$ cat config.mk
export PLATFORM = sky130hd
export DESIGN_NAME = multi_channel_pid_speed_loop
export DESIGN_NICKNAME = d
export VERILOG_FILES = /design/src/design/mpsl_pkg.sv /design/src/design/mpsl_mul.sv /design/src/design/mpsl_div.sv /design/src/design/multi_channel_pid_speed_loop.sv
export SDC_FILE = /design/constraint.sdc
export NUM_CORES = 2
export LEC_CHECK = 0
export BUFFER_PORTS_ARGS = -buffer_cell sky130_fd_sc_hd__buf_2
export CAP_MARGIN = 30
export CORE_MARGIN = 2
export CORE_UTILIZATION = 55
export CTS_BUF_LIST = sky130_fd_sc_hd__clkbuf_8
export DETAILED_ROUTE_END_ITERATION = 8
export HOLD_SLACK_MARGIN = 0.08
export MAX_ROUTING_LAYER = met4
export PLACE_DENSITY = 0.84
export SLEW_MARGIN = 10
export SYNTH_ARGS = -nofsm -noshare
export SYNTH_HDL_FRONTEND = slang
export SYNTH_SLANG_ARGS = --single-unit
export TNS_END_PERCENT = 30
$ cat constraint.sdc
create_clock -name clk_i -period 8.1 [get_ports clk_i]
set_input_delay 1.62 -clock clk_i [delete_from_list [all_inputs] [get_ports clk_i]]
set_output_delay 1.62 -clock clk_i [all_outputs]
set_load 0.02 [all_outputs]
$ cat src/design/mpsl_pkg.sv
// Shared types and constants of the multi-channel PID speed loop.
package mpsl_pkg;

  localparam int GainCount  = 6;
  localparam int FracBits   = 25;
  localparam int CfgIdxW    = 3;

  localparam logic [CfgIdxW-1:0] RegLegP   = 3'd0;
  localparam logic [CfgIdxW-1:0] RegLegI   = 3'd1;
  localparam logic [CfgIdxW-1:0] RegLegD   = 3'd2;
  localparam logic [CfgIdxW-1:0] RegSlideP = 3'd3;
  localparam logic [CfgIdxW-1:0] RegSlideI = 3'd4;
  localparam logic [CfgIdxW-1:0] RegSlideD = 3'd5;

  typedef struct packed {
    logic [2:0]         channel;
    logic signed [15:0] target_speed;
    logic signed [15:0] measured_speed;
    logic [15:0]        elapsed_us;
  } in_item_t;

  typedef struct packed {
    logic [2:0]         out_channel;
    logic signed [15:0] drive;
    logic               saturated;
  } out_item_t;

  // Start request for the serial multiplier.
  typedef struct packed {
    logic        start;
    logic [31:0] a;
    logic [47:0] b;
    logic [5:0]  n;
  } mul_req_t;

endpackage

$ cat src/design/mpsl_mul.sv
// Bit-serial unsigned multiplier: one bit of the multiplier per cycle.
module mpsl_mul (
  input  logic              clk_i,
  input  logic              rst_ni,
  input  mpsl_pkg::mul_req_t req_i,
  output logic              done_o,
  output logic [79:0]       prod_o
);

  logic [32:0] hi_q, hi_d;
  logic [47:0] lo_q, lo_d;
  logic [31:0] a_q, a_d;
  logic [5:0]  n_q, n_d, cnt_q, cnt_d;
  logic        busy_q, busy_d, done_q, done_d;
  logic [32:0] sum;
  logic [80:0] full;

  always_comb begin
    sum    = lo_q[0] ? (hi_q + {1'b0, a_q}) : hi_q;
    hi_d   = hi_q;
    lo_d   = lo_q;
    a_d    = a_q;
    n_d    = n_q;
    cnt_d  = cnt_q;
    busy_d = busy_q;
    done_d = 1'b0;
    if (req_i.start) begin
      hi_d   = '0;
      lo_d   = req_i.b;
      a_d    = req_i.a;
      n_d    = req_i.n;
      cnt_d  = '0;
      busy_d = 1'b1;
    end else if (busy_q) begin
      hi_d  = {1'b0, sum[32:1]};
      lo_d  = {sum[0], lo_q[47:1]};
      cnt_d = cnt_q + 6'd1;
      if (cnt_q == n_q - 6'd1) begin
        busy_d = 1'b0;
        done_d = 1'b1;
      end
    end
  end

  always_ff @(posedge clk_i or negedge rst_ni) begin
    if (!rst_ni) begin
      busy_q <= 1'b0;
      done_q <= 1'b0;
      cnt_q  <= '0;
    end else begin
      busy_q <= busy_d;
      done_q <= done_d;
      cnt_q  <= cnt_d;
    end
  end

  always_ff @(posedge clk_i) begin
    hi_q <= hi_d;
    lo_q <= lo_d;
    a_q  <= a_d;
    n_q  <= n_d;
  end

  // After n steps the product sits at the top of the shift pair.
  assign full   = {hi_q, lo_q};
  assign prod_o = 80'(full >> (6'd48 - n_q));
  assign done_o = done_q;

endmodule

$ cat src/design/mpsl_div.sv
// Restoring divider: one quotient bit per cycle, 51-bit dividend by 16-bit divisor.
module mpsl_div (
  input  logic        clk_i,
  input  logic        rst_ni,
  input  logic        start_i,
  input  logic [50:0] num_i,
  input  logic [15:0] den_i,
  output logic        done_o,
  output logic [50:0] quo_o
);

  logic [15:0] rem_q, rem_d, den_q, den_d;
  logic [50:0] num_q, num_d;
  logic [5:0]  cnt_q, cnt_d;
  logic        busy_q, busy_d, done_q, done_d;
  logic [16:0] trial;
  logic [16:0] diff;
  logic        fits;

  always_comb begin
    trial  = {rem_q, num_q[50]};
    diff   = trial - {1'b0, den_q};
    fits   = trial >= {1'b0, den_q};
    rem_d  = rem_q;
    num_d  = num_q;
    den_d  = den_q;
    cnt_d  = cnt_q;
    busy_d = busy_q;
    done_d = 1'b0;
    if (start_i) begin
      rem_d  = '0;
      num_d  = num_i;
      den_d  = den_i;
      cnt_d  = '0;
      busy_d = 1'b1;
    end else if (busy_q) begin
      rem_d = fits ? diff[15:0] : trial[15:0];
      num_d = {num_q[49:0], fits};
      cnt_d = cnt_q + 6'd1;
      if (cnt_q == 6'd50) begin
        busy_d = 1'b0;
        done_d = 1'b1;
      end
    end
  end

  always_ff @(posedge clk_i or negedge rst_ni) begin
    if (!rst_ni) begin
      busy_q <= 1'b0;
      done_q <= 1'b0;
      cnt_q  <= '0;
    end else begin
      busy_q <= busy_d;
      done_q <= done_d;
      cnt_q  <= cnt_d;
    end
  end

  always_ff @(posedge clk_i) begin
    rem_q <= rem_d;
    num_q <= num_d;
    den_q <= den_d;
  end

  assign done_o = done_q;
  assign quo_o  = num_q;

endmodule

$ cat src/design/multi_channel_pid_speed_loop.sv
// Top level of the multi-channel PID speed loop with trapezoidal integral.
// An item for a valid channel runs the serial multiplier for four products (18, 17, 18
// and 48 steps), with the divider's 51 steps between the third and the fourth, and the
// result then loads into the output register. A channel out of range skips the
// arithmetic and goes straight to the output stage. One item is in work at a time: the
// next one is taken only after the result has loaded, which a stalled output holds back.
// Reset clears gains, stored errors and integrals, and all control.
module multi_channel_pid_speed_loop #(
  parameter int NUM_CHANNELS = 5
) (
  input  logic                             clk_i,
  input  logic                             rst_ni,
  input  logic                             in_valid_i,
  output logic                             in_stall_o,
  input  mpsl_pkg::in_item_t               in_item_i,
  output logic                             out_valid_o,
  input  logic                             out_stall_i,
  output mpsl_pkg::out_item_t              out_item_o,
  input  logic                             cfg_we_i,
  input  logic [mpsl_pkg::CfgIdxW-1:0]     cfg_index_i,
  input  logic [31:0]                      cfg_data_i
);

  localparam int ChW = (NUM_CHANNELS > 1) ? $clog2(NUM_CHANNELS) : 1;

  localparam logic [2:0] S_IDLE = 3'd0;
  localparam logic [2:0] S_INC  = 3'd1;
  localparam logic [2:0] S_P    = 3'd2;
  localparam logic [2:0] S_D    = 3'd3;
  localparam logic [2:0] S_DIV  = 3'd4;
  localparam logic [2:0] S_I    = 3'd5;
  localparam logic [2:0] S_FIN  = 3'd6;

  logic [2:0]  state_q, state_d;
  logic [31:0] gain_q [mpsl_pkg::GainCount];
  logic [16:0] last_err_q [NUM_CHANNELS];
  logic [47:0] integ_q [NUM_CHANNELS];

  logic [2:0]  ch_q, ch_d;
  logic [15:0] dt_q, dt_d;
  logic [16:0] e_q, e_d, prev_q, prev_d;
  logic [47:0] acc_q, acc_d;
  logic [62:0] sum_q, sum_d;
  logic        neg_q, neg_d, sat_q, sat_d;
  logic        out_valid_q, out_valid_d;
  mpsl_pkg::out_item_t out_item_q, out_item_d;

  mpsl_pkg::mul_req_t mul_req;
  logic        mul_done, div_start, div_done;
  logic [79:0] mul_prod;
  logic [50:0] div_num, div_quo;

  logic [ChW-1:0] in_idx, idx;
  logic        in_ok;
  logic [16:0] in_e, in_prev;
  logic [17:0] in_s, in_s_mag;
  logic        slide;
  logic [31:0] gp, gi, gd, gp_mag, gi_mag, gd_mag;
  logic [16:0] e_mag;
  logic [17:0] diff, diff_mag;
  logic [47:0] integ, acc_mag;
  logic [48:0] inc49, acc49;
  logic [60:0] im;
  logic [62:0] term;
  logic [37:0] drv38;
  logic        drv_sat, wr_state, load_out;

  mpsl_mul u_mul (
    .clk_i  (clk_i),
    .rst_ni (rst_ni),
    .req_i  (mul_req),
    .done_o (mul_done),
    .prod_o (mul_prod)
  );

  mpsl_div u_div (
    .clk_i   (clk_i),
    .rst_ni  (rst_ni),
    .start_i (div_start),
    .num_i   (div_num),
    .den_i   (dt_q),
    .done_o  (div_done),
    .quo_o   (div_quo)
  );

  always_comb begin
    in_idx   = ChW'(in_item_i.channel);
    in_ok    = 32'(in_item_i.channel) < NUM_CHANNELS;
    in_e     = {in_item_i.target_speed[15], in_item_i.target_speed}
             - {in_item_i.measured_speed[15], in_item_i.measured_speed};
    in_prev  = in_ok ? last_err_q[in_idx] : '0;
    in_s     = {in_prev[16], in_prev} + {in_e[16], in_e};
    in_s_mag = in_s[17] ? -in_s : in_s;

    idx      = ChW'(ch_q);
    slide    = 32'(ch_q) == NUM_CHANNELS - 1;
    gp       = slide ? gain_q[mpsl_pkg::RegSlideP] : gain_q[mpsl_pkg::RegLegP];
    gi       = slide ? gain_q[mpsl_pkg::RegSlideI] : gain_q[mpsl_pkg::RegLegI];
    gd       = slide ? gain_q[mpsl_pkg::RegSlideD] : gain_q[mpsl_pkg::RegLegD];
    gp_mag   = gp[31] ? -gp : gp;
    gi_mag   = gi[31] ? -gi : gi;
    gd_mag   = gd[31] ? -gd : gd;
    e_mag    = e_q[16] ? -e_q : e_q;
    diff     = {e_q[16], e_q} - {prev_q[16], prev_q};
    diff_mag = diff[17] ? -diff : diff;
    integ    = integ_q[idx];
    acc_mag  = acc_q[47] ? -acc_q : acc_q;

    // Sum of the two errors times dt (twice the trapezoid area), added to the stored integral with 48-bit clipping.
    inc49 = {15'd0, mul_prod[33:0]};
    acc49 = {integ[47], integ} + (neg_q ? -inc49 : inc49);
    im    = (mul_prod >= (80'd1 << 60)) ? (61'd1 << 60) : mul_prod[60:0];

    drv38   = 38'($signed(sum_q) >>> mpsl_pkg::FracBits);
    drv_sat = !((&drv38[37:15]) || !(|drv38[37:15]));

    state_d   = state_q;
    ch_d      = ch_q;
    dt_d      = dt_q;
    e_d       = e_q;
    prev_d    = prev_q;
    acc_d     = acc_q;
    sum_d     = sum_q;
    neg_d     = neg_q;
    sat_d     = sat_q;
    mul_req   = '0;
    div_start = 1'b0;
    div_num   = {1'b0, mul_prod[48:0], 1'b0};
    wr_state  = 1'b0;
    load_out  = 1'b0;
    term      = '0;
    out_item_d = out_item_q;

    unique case (state_q)
      S_IDLE: begin
        if (in_valid_i) begin
          ch_d   = in_item_i.channel;
          dt_d   = (in_item_i.elapsed_us == 16'd0) ? 16'd1 : in_item_i.elapsed_us;
          e_d    = in_e;
          prev_d = in_prev;
          neg_d  = in_s[17];
          sum_d  = '0;
          sat_d  = 1'b0;
          if (in_ok) begin
            mul_req.start = 1'b1;
            mul_req.a     = {16'd0, dt_d};
            mul_req.b     = 48'(in_s_mag);
            mul_req.n     = 6'd18;
            state_d       = S_INC;
          end else begin
            state_d = S_FIN;
          end
        end
      end
      S_INC: begin
        if (mul_done) begin
          wr_state = 1'b1;
          if (acc49[48] != acc49[47]) begin
            acc_d = acc49[48] ? {1'b1, 47'd0} : {1'b0, {47{1'b1}}};
            sat_d = 1'b1;
          end else begin
            acc_d = acc49[47:0];
          end
          neg_d         = gp[31] ^ e_q[16];
          mul_req.start = 1'b1;
          mul_req.a     = gp_mag;
          mul_req.b     = 48'(e_mag);
          mul_req.n     = 6'd17;
          state_d       = S_P;
        end
      end
      S_P: begin
        if (mul_done) begin
          term          = 63'({mul_prod[48:0], 1'b0});
          sum_d         = sum_q + (neg_q ? -term : term);
          neg_d         = gd[31] ^ diff[17];
          mul_req.start = 1'b1;
          mul_req.a     = gd_mag;
          mul_req.b     = 48'(diff_mag);
          mul_req.n     = 6'd18;
          state_d       = S_D;
        end
      end
      S_D: begin
        if (mul_done) begin
          div_start = 1'b1;
          state_d   = S_DIV;
        end
      end
      S_DIV: begin
        if (div_done) begin
          term          = 63'(div_quo);
          sum_d         = sum_q + (neg_q ? -term : term);
          neg_d         = gi[31] ^ acc_q[47];
          mul_req.start = 1'b1;
          mul_req.a     = gi_mag;
          mul_req.b     = acc_mag;
          mul_req.n     = 6'd48;
          state_d       = S_I;
        end
      end
      S_I: begin
        if (mul_done) begin
          term    = 63'(im);
          sum_d   = sum_q + (neg_q ? -term : term);
          state_d = S_FIN;
        end
      end
      S_FIN: begin
        if (!out_valid_q || !out_stall_i) begin
          load_out               = 1'b1;
          out_item_d.out_channel = ch_q;
          out_item_d.saturated   = sat_q || drv_sat;
          if (drv_sat) begin
            out_item_d.drive = drv38[37] ? 16'sh8000 : 16'sh7FFF;
          end else begin
            out_item_d.drive = drv38[15:0];
          end
          state_d = S_IDLE;
        end
      end
      default: state_d = S_IDLE;
    endcase

    if (load_out) begin
      out_valid_d = 1'b1;
    end else if (!out_stall_i) begin
      out_valid_d = 1'b0;
    end else begin
      out_valid_d = out_valid_q;
    end
  end

  always_ff @(posedge clk_i or negedge rst_ni) begin
    if (!rst_ni) begin
      state_q     <= S_IDLE;
      out_valid_q <= 1'b0;
      for (int k = 0; k < mpsl_pkg::GainCount; k++) begin
        gain_q[k] <= '0;
      end
      for (int k = 0; k < NUM_CHANNELS; k++) begin
        last_err_q[k] <= '0;
        integ_q[k]    <= '0;
      end
    end else begin
      state_q     <= state_d;
      out_valid_q <= out_valid_d;
      if (cfg_we_i && (32'(cfg_index_i) < mpsl_pkg::GainCount)) begin
        gain_q[cfg_index_i] <= cfg_data_i;
      end
      if (wr_state) begin
        last_err_q[idx] <= e_q;
        integ_q[idx]    <= acc_d;
      end
    end
  end

  always_ff @(posedge clk_i) begin
    ch_q       <= ch_d;
    dt_q       <= dt_d;
    e_q        <= e_d;
    prev_q     <= prev_d;
    acc_q      <= acc_d;
    sum_q      <= sum_d;
    neg_q      <= neg_d;
    sat_q      <= sat_d;
    out_item_q <= out_item_d;
  end

  assign in_stall_o  = state_q != S_IDLE;
  assign out_valid_o = out_valid_q;
  assign out_item_o  = out_item_q;

endmodule

==> qor.yml <==
run_status:
  status: "completed"
die:
  dieHeight_um: 345
  rows: 125
  coreArea_mm2: 0.116
  ioPinCount: 113
  die_w_um: 345
  dieArea_mm2: 0.119
  initial_core_util_pct: 55.3
yosys:
  synth_top_area_share_pct: 21.0
  synthTopCellsByCount: "nand2_1, dfrtp_1, o21ai_0"
  synth.area.top_cells: "dfrtp_1, edfxtp_1, mux4_2, nand2_1, ha_1"
  ys_seq_area_share_pct: 37.4
  syn_area_per_cell_um2: 9.24
  synth_edf_count: 287
  synth.distinct_cells: 108
  yosys.area.top_type: "dfrtp_1"
  synthCells: 6943
  synth_ff_type: "dfrtp_1"
  synth_area_mm2: 0.0641
  synthMostInstantiatedCell: "nand2_1"
  ys_seq_elements: 922
  syn_nets: 7266
  ys_warn_count: 0
  ys_async_sr_fraction_pct: 58.2
worst_setup_path:
  crit_path_max_incr_delay_ns: 0.64
  r2r-end: "sum_q[47]$_SDFFCE_PN0P_"
  crit_family: "compound AO/OA/AOI/OAI gates"
  crit_path_end: "sum_q[47]$_SDFFCE_PN0P_"
  timing.rr.start: "u_mul.n_q[0]$_SDFFCE_PN0P_"
  slowest_stage: "or4b_2"
  cp-start-kind: "flop"
  critPathMaxFanout: 8
  cp_num_buf_inv: 6
  cp_num_cells: 31
  reg2reg_depth: 31
  path_class: "flop to flop"
  end_kind: "flop"
  r2r_slack_ns: 0.24
  worstPathArrival_ns: 8.45
  critPathLaunch: "u_mul.n_q[0]$_SDFFCE_PN0P_"
  cp_data_required_time_ns: 8.69
route:
  wl_per_cell_um: 25.0
  drt_iter0_markers: 7372
  antenna_left: 0
  met1Wirelength_mm: 84.6
  via_count: 59900
  wl_met3_mm: 25.9
  top_layer: "met4"
  routed_via_density: 6.65
  met2_length_mm: 100
  drc: 0
  dr.pass1.iters: 9
  wl_mm: 225
job:
  maxCapViolCount: 0
layout:
  area_growth_pct: 14.8
  final_core_utilization_pct: 63.6
  drive_above_1_share_pct: 20.2
  final_nets: 7668
  final_cell_area_mm2: 0.0737
  fin_cells: 9012
clock_tree:
  numCtsBuffers: 160
  clockBufferDepth: 3
  clk_transition_reported_paths_ns: 0.06
  numClockSinks: 922
  cts_tree: "done"
  clk_latency_ns: 0.95
  cts-hold-fix-buffers: 0
  htreeDepth: 4
  cts-root-buf: "clkbuf_8"
pwr:
  leakage_nw: 31.2
  power_density_mw_per_mm2: 184
  ir_drop_mv: 0.159
  fin_total_pwr_mw: 13.5
global_routing:
  antenna_found_initial: 11
  grt_first_pass_wirelength_mm: 341
  grtUsageTotal_pct: 37.7
  grt_pass1_vias: 57600
  grt_overflow: 0
  grt_max_degree: 175
timing:
  setup-violations-final: 0
  whs_ns: 0.416
  worst_slew_pin_slew_ns: 1.02
  fmax_ghz: 0.127
  rsz0062_at_grt: "true"
  min_period_ns: 7.86
  finClkSkew_ns: 0.0847
  fin_tns_setup_ns: 0
  max_slew_margin_pct: 31.7
  fin_crit_sh_pct: 97.1
  setup_ws_ns: 0.238
  hold_viol: 0
  drv_slew: 0
placement:
  dp.cells: 8681
  place_congestion: 1.11
  dpl-instance-area_mm2: 0.0696
  hpwl_mm: 164
  place_ws_ns: -0.250
  numPortBuffers: 112
hold_path:
  min_path_type: "flop to flop"
==> cell usage in the layout, fill, tap and decap left out, types with 114 or more instances in the layout <==
cell type and instances:
a21oi_1 363, o21ai_1 210, nor3_1 133, nand2_1 905
buf_2 114, mux2i_1 218, dfrtp_1 537, buf_4 531
clkbuf_8 185, mux4_2 152, ha_1 223, a21o_1 114
xnor2_1 235, mux2_2 244, edfxtp_1 287, o21ai_0 488
inv_1 256, xor2_1 196, nor2_1 461
==> logic make-up after synthesis <==
group | after synthesis | synth area share, %
AO/OA/AOI/OAI | 1951 | 19.2
XOR/XNOR | 449 | 6.17
adder cells (fa/ha/maj) | 260 | 5.08
buffers and inverters | 653 | 4.09
flip-flops | 922 | 37.4
multiplexers | 631 | 13.3
AND/OR/NAND/NOR | 2077 | 14.7
==> routing by layer <==
| metal | up-vias | track usage [%] |
|---|---|---|
| li1 | 26400 | - |
| met1 | 28800 | 47.5 |
| met2 | 3854 | 56.4 |
| met3 | 834 | 8.39 |
| met4 | 0 | 21.1 |
| met5 | - | - |
==> area by class of cell <==
cell class	count	area (um^2)
Timing Repair Buffer	688	5390
Sequential cell	922	24000
Clock buffer	185	2550
Inverter	205	769
Clock inverter	111	832
Fill cell	9250	42200
Antenna cell	9	22.5
Multi-Input combinational cell	5368	38200
Tap cell	1524	1910
==> state kept, by name (all words and copies together), names as in the netlist, 3 cells and up <==
name,flops
acc_q,48
u_div.rem_q,16
prev_q,17
u_mul.hi_q,32
integ_q,240
sum_q,63
u_mul.cnt_q,6
u_div.den_q,16
dt_q,16
u_mul.n_q,4
e_q,17
ch_q,3
u_mul.lo_q,48
gain_q,192
u_div.quo_o,51
last_err_q,85
u_div.cnt_q,6
out_item_o,20
u_mul.a_q,32
state_q,3
==> worst min-delay path by stage <==
stage | from | endpoint | cells past startpoint
after floorplan | dt_q[0]$_DFFE_PP_ | u_div.den_q[0]$_DFFE_PP_ | 0
after global placement | dt_q[1]$_DFFE_PP_ | u_div.den_q[1]$_DFFE_PP_ | 0
after detailed placement | dt_q[11]$_DFFE_PP_ | u_div.den_q[11]$_DFFE_PP_ | 0
after CTS | dt_q[5]$_DFFE_PP_ | u_div.den_q[5]$_DFFE_PP_ | 0
after global routing | dt_q[2]$_DFFE_PP_ | u_div.den_q[2]$_DFFE_PP_ | 0
final | dt_q[9]$_DFFE_PP_ | u_div.den_q[9]$_DFFE_PP_ | 0
==> where the power goes <==
group,internal (mW),leakage [nW],switching (mW),total [mW]
Clock,2.38,1.95,2.12,4.51
Combinational,1.52,18.9,1.94,3.46
Sequential,5.08,10.4,0.475,5.56
Total,8.98,31.2,4.54,13.5
==> timing repair <==
| item | CTS | global route |
|---|---|---|
| cloned | 0 | 2 |
| setup endpoints to repair | 130 | 298 |
| setup buffers | 0 | 21 |
| pin swaps | 0 | 25 |
| gates resized for setup | 7 | 89 |
Power figures use the tool's default switching activity.
